==> src/hw/rtl/rrts_pkg.sv <==
// ----------------------------------------------------------------------------
// rrts_pkg
// Shared types and constants of the round-robin tick scheduler: request and
// result structs, job table word and the control groups between the parts.
// ----------------------------------------------------------------------------
package rrts_pkg;

  // job table and ready ring depth, a power of two
  localparam int QUEUE_DEPTH = 64;
  localparam int DEPTH_W     = $clog2(QUEUE_DEPTH);
  localparam int CNT_W       = DEPTH_W + 1;
  localparam int ID_W        = 7;
  localparam int TIME_W      = 16;
  localparam int SERV_W      = 16;

  localparam logic REQ_SUBMIT = 1'b0;
  localparam logic REQ_TICK   = 1'b1;

  typedef struct packed {
    logic              req_type;
    logic [TIME_W-1:0] arrival_time;
    logic [SERV_W-1:0] service_time;
  } in_item_t;

  typedef struct packed {
    logic [TIME_W-1:0] slot_time;
    logic [ID_W-1:0]   running_id;
    logic              all_done;
  } out_item_t;

  typedef struct packed {
    logic [TIME_W-1:0] arrival;
    logic [SERV_W-1:0] remaining;
  } job_t;

  typedef struct packed {
    logic               wr_en;
    logic [DEPTH_W-1:0] wr_addr;
    job_t               wr_data;
    logic               rd_en;
    logic [DEPTH_W-1:0] rd_addr;
  } job_req_t;

  typedef struct packed {
    logic            push;
    logic [ID_W-1:0] push_id;
    logic            rd_en;
    logic            pop;
  } fifo_ctl_t;

  typedef struct packed {
    logic [CNT_W-1:0] count;
    logic [ID_W-1:0]  rd_id;
  } fifo_sts_t;

endpackage

==> src/hw/rtl/rrts_job_mem.sv <==
// ----------------------------------------------------------------------------
// rrts_job_mem
// Job table: arrival and remaining service per id, one write and one
// registered read per cycle.
// ----------------------------------------------------------------------------
module rrts_job_mem (
  input  logic              clk,
  input  rrts_pkg::job_req_t req,
  output rrts_pkg::job_t     rd_data
);

  rrts_pkg::job_t mem [rrts_pkg::QUEUE_DEPTH];
  rrts_pkg::job_t rd_data_r;

  always_ff @(posedge clk) begin
    if (req.wr_en) begin
      mem[req.wr_addr] <= req.wr_data;
    end
    if (req.rd_en) begin
      rd_data_r <= mem[req.rd_addr];
    end
  end

  assign rd_data = rd_data_r;

endmodule

==> src/hw/rtl/rrts_ready_fifo.sv <==
// ----------------------------------------------------------------------------
// rrts_ready_fifo
// Ready ring of job ids held in a memory, with head pointer and fill count.
// The head entry is read in the cycle before it is popped.
// ----------------------------------------------------------------------------
module rrts_ready_fifo (
  input  logic                clk,
  input  logic                rst_n,
  input  rrts_pkg::fifo_ctl_t ctl,
  output rrts_pkg::fifo_sts_t sts
);

  logic [rrts_pkg::ID_W-1:0]    mem [rrts_pkg::QUEUE_DEPTH];
  logic [rrts_pkg::ID_W-1:0]    rd_id_r;
  logic [rrts_pkg::DEPTH_W-1:0] head_r, head_nxt;
  logic [rrts_pkg::CNT_W-1:0]   count_r, count_nxt;
  logic [rrts_pkg::DEPTH_W-1:0] tail;
  logic                         full;
  logic                         do_push;
  logic                         do_pop;

  assign full    = (count_r == rrts_pkg::CNT_W'(rrts_pkg::QUEUE_DEPTH));
  assign tail    = head_r + count_r[rrts_pkg::DEPTH_W-1:0];
  assign do_push = ctl.push && !full;
  assign do_pop  = ctl.pop && (count_r != '0);

  always_comb begin
    head_nxt  = head_r;
    count_nxt = count_r;
    if (do_pop) begin
      head_nxt = head_r + rrts_pkg::DEPTH_W'(1);
    end
    priority if (do_push && !do_pop) begin
      count_nxt = count_r + rrts_pkg::CNT_W'(1);
    end else if (do_pop && !do_push) begin
      count_nxt = count_r - rrts_pkg::CNT_W'(1);
    end else begin
      count_nxt = count_r;
    end
  end

  always_ff @(posedge clk) begin
    if (!rst_n) begin
      head_r  <= '0;
      count_r <= '0;
    end else begin
      head_r  <= head_nxt;
      count_r <= count_nxt;
    end
  end

  always_ff @(posedge clk) begin
    if (do_push) begin
      mem[tail] <= ctl.push_id;
    end
    if (ctl.rd_en) begin
      rd_id_r <= mem[head_r];
    end
  end

  assign sts.count = count_r;
  assign sts.rd_id = rd_id_r;

  // the sequencer never pushes and pops in the same cycle
  a_no_push_pop: assert property (@(posedge clk) disable iff (!rst_n)
    !(ctl.push && ctl.pop))
    else $error("ready ring pushed and popped together");

  a_count_bound: assert property (@(posedge clk) disable iff (!rst_n)
    count_r <= rrts_pkg::CNT_W'(rrts_pkg::QUEUE_DEPTH))
    else $error("ready ring count beyond depth");

endmodule

==> src/hw/rtl/rrts_ctrl.sv <==
// ----------------------------------------------------------------------------
// rrts_ctrl
// Tick sequencer: admits due jobs, charges and requeues the running job,
// pops the next one and reports. Submits are written in the accept cycle.
// ----------------------------------------------------------------------------
module rrts_ctrl (
  input  logic                clk,
  input  logic                rst_n,
  input  logic                start,
  input  rrts_pkg::in_item_t  in_item,
  output logic                busy,
  output logic                out_valid,
  output rrts_pkg::out_item_t out_result,
  output rrts_pkg::job_req_t  job_req,
  input  rrts_pkg::job_t      job_rd,
  output rrts_pkg::fifo_ctl_t fifo_ctl,
  input  rrts_pkg::fifo_sts_t fifo_sts
);

  typedef enum logic [7:0] {
    ST_IDLE     = 8'b0000_0001,
    ST_ADM_RD   = 8'b0000_0010,
    ST_ADM_CHK  = 8'b0000_0100,
    ST_CHG_RD   = 8'b0000_1000,
    ST_CHG_WR   = 8'b0001_0000,
    ST_POP_RD   = 8'b0010_0000,
    ST_POP_TAKE = 8'b0100_0000,
    ST_REPORT   = 8'b1000_0000
  } state_t;

  state_t                       state_r, state_nxt;
  logic [rrts_pkg::ID_W-1:0]    next_id_r, next_id_nxt;
  logic [rrts_pkg::ID_W-1:0]    admit_id_r, admit_id_nxt;
  logic [rrts_pkg::ID_W-1:0]    running_r, running_nxt;
  logic [rrts_pkg::TIME_W-1:0]  time_r, time_nxt;
  logic                         out_valid_r, out_valid_nxt;
  rrts_pkg::out_item_t          out_result_r, out_result_nxt;

  logic                         accept;
  logic                         table_full;
  logic                         pending;
  logic [rrts_pkg::SERV_W-1:0]  rem_dec;
  logic [rrts_pkg::ID_W-1:0]    admit_m1;
  logic [rrts_pkg::ID_W-1:0]    next_m1;
  logic [rrts_pkg::ID_W-1:0]    running_m1;

  assign accept     = start && (state_r == ST_IDLE);
  assign table_full = (next_id_r > rrts_pkg::ID_W'(rrts_pkg::QUEUE_DEPTH));
  assign pending    = (admit_id_r < next_id_r);
  assign admit_m1   = admit_id_r - rrts_pkg::ID_W'(1);
  assign next_m1    = next_id_r - rrts_pkg::ID_W'(1);
  assign running_m1 = running_r - rrts_pkg::ID_W'(1);
  assign rem_dec    = (job_rd.remaining == '0) ? '0
                    : job_rd.remaining - rrts_pkg::SERV_W'(1);

  always_comb begin
    state_nxt      = state_r;
    next_id_nxt    = next_id_r;
    admit_id_nxt   = admit_id_r;
    running_nxt    = running_r;
    time_nxt       = time_r;
    out_valid_nxt  = 1'b0;
    out_result_nxt = out_result_r;
    job_req        = '0;
    fifo_ctl       = '0;
    job_req.wr_addr         = next_m1[rrts_pkg::DEPTH_W-1:0];
    job_req.wr_data.arrival   = in_item.arrival_time;
    job_req.wr_data.remaining = in_item.service_time;
    job_req.rd_addr         = admit_m1[rrts_pkg::DEPTH_W-1:0];
    fifo_ctl.push_id        = admit_id_r;

    unique case (state_r)
      ST_IDLE: begin
        if (accept) begin
          if (in_item.req_type == rrts_pkg::REQ_TICK) begin
            state_nxt = ST_ADM_RD;
          end else if ((in_item.service_time != '0) && !table_full) begin
            job_req.wr_en = 1'b1;
            next_id_nxt   = next_id_r + rrts_pkg::ID_W'(1);
          end
        end
      end
      ST_ADM_RD: begin
        if (pending) begin
          job_req.rd_en = 1'b1;
          state_nxt     = ST_ADM_CHK;
        end else begin
          state_nxt = ST_CHG_RD;
        end
      end
      ST_ADM_CHK: begin
        if (job_rd.arrival <= time_r) begin
          fifo_ctl.push = 1'b1;
          admit_id_nxt  = admit_id_r + rrts_pkg::ID_W'(1);
          state_nxt     = ST_ADM_RD;
        end else begin
          state_nxt = ST_CHG_RD;
        end
      end
      ST_CHG_RD: begin
        if (running_r != '0) begin
          job_req.rd_en   = 1'b1;
          job_req.rd_addr = running_m1[rrts_pkg::DEPTH_W-1:0];
          state_nxt       = ST_CHG_WR;
        end else begin
          state_nxt = ST_POP_RD;
        end
      end
      ST_CHG_WR: begin
        // write back the charged job, requeue it while service remains
        job_req.wr_en             = 1'b1;
        job_req.wr_addr           = running_m1[rrts_pkg::DEPTH_W-1:0];
        job_req.wr_data.arrival   = job_rd.arrival;
        job_req.wr_data.remaining = rem_dec;
        fifo_ctl.push             = (rem_dec != '0);
        fifo_ctl.push_id          = running_r;
        running_nxt               = '0;
        state_nxt                 = ST_POP_RD;
      end
      ST_POP_RD: begin
        if (fifo_sts.count != '0) begin
          fifo_ctl.rd_en = 1'b1;
          state_nxt      = ST_POP_TAKE;
        end else begin
          running_nxt = '0;
          state_nxt   = ST_REPORT;
        end
      end
      ST_POP_TAKE: begin
        fifo_ctl.pop = 1'b1;
        running_nxt  = fifo_sts.rd_id;
        state_nxt    = ST_REPORT;
      end
      ST_REPORT: begin
        out_valid_nxt             = 1'b1;
        out_result_nxt.slot_time  = time_r;
        out_result_nxt.running_id = running_r;
        out_result_nxt.all_done   = !pending && (fifo_sts.count == '0) && (running_r == '0);
        if (time_r != '1) begin
          time_nxt = time_r + rrts_pkg::TIME_W'(1);
        end
        state_nxt = ST_IDLE;
      end
      default: begin
        state_nxt = ST_IDLE;
      end
    endcase
  end

  always_ff @(posedge clk) begin
    if (!rst_n) begin
      state_r     <= ST_IDLE;
      next_id_r   <= rrts_pkg::ID_W'(1);
      admit_id_r  <= rrts_pkg::ID_W'(1);
      running_r   <= '0;
      time_r      <= '0;
      out_valid_r <= 1'b0;
    end else begin
      state_r     <= state_nxt;
      next_id_r   <= next_id_nxt;
      admit_id_r  <= admit_id_nxt;
      running_r   <= running_nxt;
      time_r      <= time_nxt;
      out_valid_r <= out_valid_nxt;
    end
  end

  always_ff @(posedge clk) begin
    out_result_r <= out_result_nxt;
  end

  assign busy       = (state_r != ST_IDLE);
  assign out_valid  = out_valid_r;
  assign out_result = out_result_r;

  a_strobe_after_report: assert property (@(posedge clk) disable iff (!rst_n)
    out_valid_r |-> $past(state_r == ST_REPORT))
    else $error("result strobe without a report step");

  a_admit_order: assert property (@(posedge clk) disable iff (!rst_n)
    admit_id_r <= next_id_r)
    else $error("admit pointer passed the next id");

  a_running_known: assert property (@(posedge clk) disable iff (!rst_n)
    (running_r == '0) || (running_r < admit_id_r))
    else $error("running id was never admitted");

  a_submit_idle: assert property (@(posedge clk) disable iff (!rst_n)
    (next_id_r != $past(next_id_r)) |-> $past(state_r == ST_IDLE))
    else $error("submit taken while a tick was in progress");

endmodule

==> src/hw/rtl/round_robin_tick_scheduler_core.sv <==
// ----------------------------------------------------------------------------
// round_robin_tick_scheduler_core
// Round-robin scheduler, one tick quantum, with job table and ready ring in
// memories and a sequencer that reads, modifies and writes them back.
// ----------------------------------------------------------------------------
// submit: taken while idle, busy stays low, no result
// tick: busy while the sequencer steps through admission, charge, pop and report;
//   each read-then-act step reads the registered job table or ready ring, then acts
// result strobe is high in the first cycle with busy low; the receiver cannot stall
// reset clears ids, pointers, time and the running job; memories are not cleared
module round_robin_tick_scheduler_core (
  input  logic                clk,
  input  logic                rst_n,
  input  logic                start,
  output logic                busy,
  input  rrts_pkg::in_item_t  in_item,
  output logic                out_valid,
  output rrts_pkg::out_item_t out_result
);

  rrts_pkg::job_req_t  job_req;
  rrts_pkg::job_t      job_rd;
  rrts_pkg::fifo_ctl_t fifo_ctl;
  rrts_pkg::fifo_sts_t fifo_sts;

  rrts_job_mem u_job_mem (
    .clk     (clk),
    .req     (job_req),
    .rd_data (job_rd)
  );

  rrts_ready_fifo u_ready_fifo (
    .clk   (clk),
    .rst_n (rst_n),
    .ctl   (fifo_ctl),
    .sts   (fifo_sts)
  );

  rrts_ctrl u_ctrl (
    .clk        (clk),
    .rst_n      (rst_n),
    .start      (start),
    .in_item    (in_item),
    .busy       (busy),
    .out_valid  (out_valid),
    .out_result (out_result),
    .job_req    (job_req),
    .job_rd     (job_rd),
    .fifo_ctl   (fifo_ctl),
    .fifo_sts   (fifo_sts)
  );

endmodule

==> config.mk <==
export PLATFORM = sky130hd
export DESIGN_NAME = round_robin_tick_scheduler_core
export DESIGN_NICKNAME = d
export VERILOG_FILES = /design/src/hw/rtl/rrts_pkg.sv /design/src/hw/rtl/rrts_job_mem.sv /design/src/hw/rtl/rrts_ready_fifo.sv /design/src/hw/rtl/rrts_ctrl.sv /design/src/hw/rtl/round_robin_tick_scheduler_core.sv
export SDC_FILE = /design/constraint.sdc
export NUM_CORES = 2
export LEC_CHECK = 0
export ABC_CLOCK_PERIOD_IN_PS = 12200
export BUFFER_PORTS_ARGS = -buffer_cell sky130_fd_sc_hd__buf_2
export CAP_MARGIN = 5
export CORE_MARGIN = 2
export CORE_UTILIZATION = 45
export DETAILED_ROUTE_END_ITERATION = 10
export PLACE_DENSITY = 0.71
export RECOVER_POWER = 50
export SLEW_MARGIN = 20
export SYNTH_ARGS = -nofsm -noshare
export SYNTH_HDL_FRONTEND = slang
export SYNTH_HIERARCHICAL = 1
export SYNTH_SLANG_ARGS = --single-unit
==> constraint.sdc <==
create_clock -name clk -period 12.2 [get_ports clk]
set_input_delay 1.22 -clock clk [delete_from_list [all_inputs] [get_ports clk]]
set_output_delay 1.22 -clock clk [all_outputs]
set_load 0.01 [all_outputs]
Word level (Yosys, flattened, before mapping)
Memories as Yosys holds them, arrays and structs flattened. A register that Yosys moved wholly into a read port is not among the register bits.
Cells that the tools add are included.
{"block": "totals", "regBits": 83, "ramBits": 2496, "inputBits": 36, "output_inout_bits": 26, "wordCells": 101, "memories": 2}
{"name": "u_job_mem.mem", "words": 64, "word_bits": 32, "rd": 1, "rd_clocked_by_memory_dff": 1, "wr": 1, "line": "rrts_job_mem.sv:12", "source": "rrts_pkg::job_t mem [rrts_pkg::QUEUE_DEPTH];"}
{"name": "u_ready_fifo.mem", "words": 64, "word_bits": 7, "rd": 1, "rd_clocked_by_memory_dff": 1, "wr": 1, "line": "rrts_ready_fifo.sv:13", "source": "logic [rrts_pkg::ID_W-1:0] mem [rrts_pkg::QUEUE_DEPTH];"}
{"block": "op_classes", "n_addsub": 11, "n_lt_le_gt_ge": 3, "eq_ne": 14, "muxes": 32, "n_bitwise": 1, "reduce_logical": 27}
{"op": "8-bit case mux with 7 select lines", "n": 1}
{"op": "38-bit two-way mux", "n": 1}
{"op": "7-bit two-way mux", "n": 5}
{"op": "16-bit nonzero test", "n": 2}
{"op": "8-bit two-way mux", "n": 3}
{"op": "7-bit by 1-bit adder with 7-bit output, second input constant", "n": 3}
{"op": "7-bit case mux with 3 select lines", "n": 1}
{"op": "6-bit by 1-bit subtractor with 6-bit output, second input constant", "n": 3}
{"op": "16-bit by 1-bit adder with 16-bit output, second input constant", "n": 1}
{"op": "16-bit <= comparator", "n": 1}
{"op": "16-bit logical NOT", "n": 1}
{"op": "16-bit two-way mux", "n": 1}
{"op": "16-bit != test, second input constant", "n": 1}
{"op": "16-bit by 1-bit subtractor with 16-bit output, second input constant", "n": 1}
{"op": "7-bit logical NOT", "n": 2}
{"op": "7-bit nonzero test", "n": 2}
{"op": "1-bit two-way mux", "n": 13}
{"op": "6-bit two-way mux", "n": 2}
{"op": "8-bit by 1-bit == test with 1-bit output, second input constant", "n": 1}
{"op": "8-bit by 2-bit == test with 1-bit output, second input constant", "n": 1}
{"op": "8-bit by 3-bit == test with 1-bit output, second input constant", "n": 1}
{"op": "8-bit by 4-bit == test with 1-bit output, second input constant", "n": 1}
{"op": "8-bit by 5-bit == test with 1-bit output, second input constant", "n": 1}
{"op": "8-bit by 6-bit == test with 1-bit output, second input constant", "n": 1}
{"op": "20 further kinds", "n": 38}

Logic depth before layout (Yosys ltp)
{"block": "depth", "ltp_word": 9, "mapped_depth": 17, "depth_no_buf": 17}

Hierarchy
The synthesis kept the hierarchy.
{"mod": "rrts_job_mem", "n_inst": 1, "cells_per_inst": 3324, "area_per_inst_um2": 78835.6, "seq_area_each_um2": 62459.9}
{"mod": "rrts_ready_fifo", "n_inst": 1, "cells_per_inst": 1008, "area_per_inst_um2": 19022.0, "seq_area_each_um2": 13923.4}
{"mod": "rrts_ctrl", "n_inst": 1, "cells_per_inst": 533, "area_per_inst_um2": 4695.8, "seq_area_each_um2": 1641.6}

Worst setup path after synthesis
No wires, ideal clock.
{"block": "synth_timing", "path_kind": "register to register", "from": "register, netlist name u_job_mem/rd_data[3]", "to": "memory u_job_mem/mem[0][13] (netlist bit), data pin", "setup_ns": 0.701, "arrival_time_ns": 4.257, "required_ns": 11.499, "path_slack_ns": 7.241, "stages_incl_launch_ff": 6, "path_buffers": 1, "period_less_slack_ns": 4.959, "cell_sequence": "edfxtp_1 > or4_4 > buf_6 > or4_4 > mux2i_1 > o21ai_0"}
{"item": "to (decl)", "line": "rrts_job_mem.sv:12"}

==> qor.csv <==
stage,metric,value,unit
clock_network,post_cts_buffers,0,
floorplan,initial_core_util,45.2,%
critical_path,endpoint_kind,register,
critical_path,required,12710,ps
logic_synthesis,syn_area,103000,um^2
detailed_routing,wl_per_cell,30.3,um
logic_synthesis,postSynthNetCount,4948,
status,violations,"capacitance limit, slew limit",
floorplan,io-pin-count,62,
critical_path,r2r-end,u_job_mem/mem[15][14]$_DFFE_PP_,
worst_hold_path,hold_path_class,register to register,
critical_path,critPathCapture,u_job_mem/mem[15][14]$_DFFE_PP_,
critical_path,reg2reg_from,u_ctrl/state_r[0]$_SDFFE_PN1P_,
logic_synthesis,synth_ff_type,edfxtp_1,
detailed_routing,vias,51200,
detailed_routing,first_iter_violations,6807,
critical_path,ff2ff_setup_slack,3970,ps
critical_path,reg2regPathDepth,7,
floorplan,rows,175,
clock_network,cts_tree,done,
clock_network,cts_resized,0,
clock_network,clock_latency,910,ps
power_and_ir_drop,ir_drop,0.000140,V
flow_run,cap_violations,42,
logic_synthesis,ys_seq_area_share,76.1,%
clock_network,ctsHoldBuffers,0,
timing,clock_skew,128,ps
timing,setup_tns,0,ps
critical_path,critPathMaxFanout,38,
timing,tightest_slew,3910,ps
global_routing,overflow,0,
placed_design,placement.io_buffers,61,
global_routing,grt_max_degree,137,
detailed_routing,vias_per_cell,6.18,
timing,finalSetupViolCount,0,
global_routing,grt_pass1_vias,50700,
logic_synthesis,synth_top_area_share,74.9,%
logic_synthesis,syn_inst,4865,
timing,whs,464,ps
clock_network,cts_buffers,240,
critical_path,path_class,register to register,
global_routing,grt_pass1_wl,362000,um
clock_network,htree_levels,4,
clock_network,cts-root-buf,clkbuf_16,
logic_synthesis,ys_warn_count,6,
status,status,"complete, but fails checks",
logic_synthesis,yosysMostFrequentCell,edfxtp_1,
detailed_routing,routed_wl,251000,um
timing,fmax,121,MHz
worst_hold_path,min_from,u_ctrl/time_r[14]$_SDFFE_PN0P_,
detailed_routing,firstDrtPassIters,6,
placed_design,hpwl,136000,um
timing,hold_viol_final,0,
critical_path,startpoint,u_ctrl/state_r[0]$_SDFFE_PN1P_,
logic_synthesis,synth_edf_count,2559,
layout,nNetsFinal,5140,
critical_path,cp.arrival,8740,ps
timing,slew_headroom,-161,%
clock_network,path_clk_slew,60,ps
timing,period_minus_slack,8230,ps
timing,rsz0062_at_grt,false,
timing,finalCritPeriodShare,67.5,%
floorplan,die_x,481,um
logic_synthesis,synth_cell_types,84,
floorplan,die_h,481,um
timing,slew_viol_final,2419,
logic_synthesis,ys_ff_latch,2618,
clock_network,clock_sinks,2618,
logic_synthesis,synthTopCellsByCount,"edfxtp_1, mux4_2, nor2_1",
layout,area_growth,12.5,%
clock_network,clk_path_buf_depth,3,
floorplan,dieArea,232000,um^2
global_routing,grtUsageTotal,21.6,%
placed_design,gp_congestion,0.859,
logic_synthesis,async_reset_ff_share,0,%
global_routing,antenna_found_initial,7,
logic_synthesis,yosys-top-cells-area,"edfxtp_1, mux4_2, mux2i_1",
power_and_ir_drop,power.leakage,34.5,nW
detailed_routing,ant_nets,0,
power_and_ir_drop,p_per_area,157,nW/um^2
floorplan,core_area,227000,um^2
logic_synthesis,synth_area_per_cell,21.1,um^2
critical_path,start_kind,register,
logic_synthesis,synth_top_area_cell,edfxtp_1,
detailed_routing,drc,0,
layout,drive_gt1_share,24.8,%
-- layout by cell type (no fill, tap or decap), drive strengths merged, types with 18 or more instances in the layout --
master,instances
bufinv,34
buf,144
dfxtp,59
nand3,42
a22oi,19
o22ai,104
clkinvlp,19
mux2,20
mux2i,171
nor4,18
nor2b,24
nand2,107
clkbuf,335
xnor2,43
nor3,95
nor2,227
and2,19
ha,45
mux4,629
clkinv,128
edfxtp,2559
a21oi,93
inv,47
o21ai,37
o221ai,34
-- state kept, by name, indices dropped and copies added, names as in the netlist --
signal,cells
u_job_mem/mem,2048
u_ready_fifo/mem,448
u_job_mem/rd_data,32
u_ctrl/out_result,24
u_ctrl/time_r,16
u_ctrl/state_r,8
u_ctrl/admit_id_r,7
u_ctrl/next_id_r,7
u_ctrl/running_r,7
u_ready_fifo/count_r,7
u_ready_fifo/rd_id_r,7
u_ready_fifo/head_r,6
u_ctrl/out_valid,1
-- layout make-up --
| type | count | area (um^2) |
|---|---|---|
| fill | 17300 | 112000 |
| clock inverter | 186 | 2040 |
| multi-input combinational | 1946 | 23800 |
| antenna | 5 | 12.5 |
| tap | 3009 | 3760 |
| sequential | 2618 | 78000 |
| inverter | 42 | 158 |
| timing repair buffer | 209 | 1320 |
| clock buffer | 270 | 6180 |
-- per-stage QoR --
stage                     instance area [um^2]  util (%)  instances  worst slack (ps)  power (mW)
after global placement                  107000      47.2       7820              6000        10.6
after floorplan                         103000         -       4865              7240        10.4
final                                   115000      50.8       8285              3970        18.1
after CTS                               115000      50.9       8277              5870        18.2
after detailed placement                107000      47.2       7821              5940        10.6
after global routing                    115000      50.8       8282              3360        18.6
-- how the worst min path moves through the flow --
| stage | endpoint | cells after the start |
|---|---|---|
| after floorplan | u_ctrl/out_result[23]$_DFFE_PP_ | 0 |
| after global placement | u_ctrl/out_result[21]$_DFFE_PP_ | 0 |
| after detailed placement | u_ctrl/out_result[18]$_DFFE_PP_ | 0 |
| after CTS | u_ctrl/out_result[18]$_DFFE_PP_ | 0 |
| after global routing | u_ctrl/out_result[23]$_DFFE_PP_ | 0 |
| final | u_ctrl/out_result[22]$_DFFE_PP_ | 0 |
-- worst max-delay path: stages, from the launching register on --
cell,delay [ps]
dfxtp_1,340
nor2_1,290
nand2_1,170
nor2_1,180
nand3_1,1510
clkbuf_1,1130
o21ai_0,3070
clkbuf_1,1100
-- metal layers --
metal | vias up | global-route usage, % | wire (um)
met5 | - | 0 | 11
met4 | 2 | 6.27 | 7440
met3 | 408 | 5.07 | 29200
met2 | 2995 | 33.6 | 118000
met1 | 27000 | 30.5 | 95700
li1 | 20700 | - | -
-- cells by family after synthesis --
| kind of cell | count (synthesis) | share of synthesized area [%] |
|---|---|---|
| AO/OA/AOI/OAI | 393 | 2.61 |
| XOR/XNOR | 56 | 0.486 |
| adder cells (fa/ha/maj) | 48 | 0.598 |
| buffers and inverters | 301 | 1.47 |
| flip-flops | 2618 | 76.1 |
| multiplexers | 820 | 15.7 |
| AND/OR/NAND/NOR | 629 | 3.05 |
-- where the power goes --
group,switching (mW),internal (mW)
Sequential,0.0246,9.93
Combinational,0.365,0.113
Clock,3.33,4.38
Total,3.72,14.4
Power figures use the tool's default switching activity.
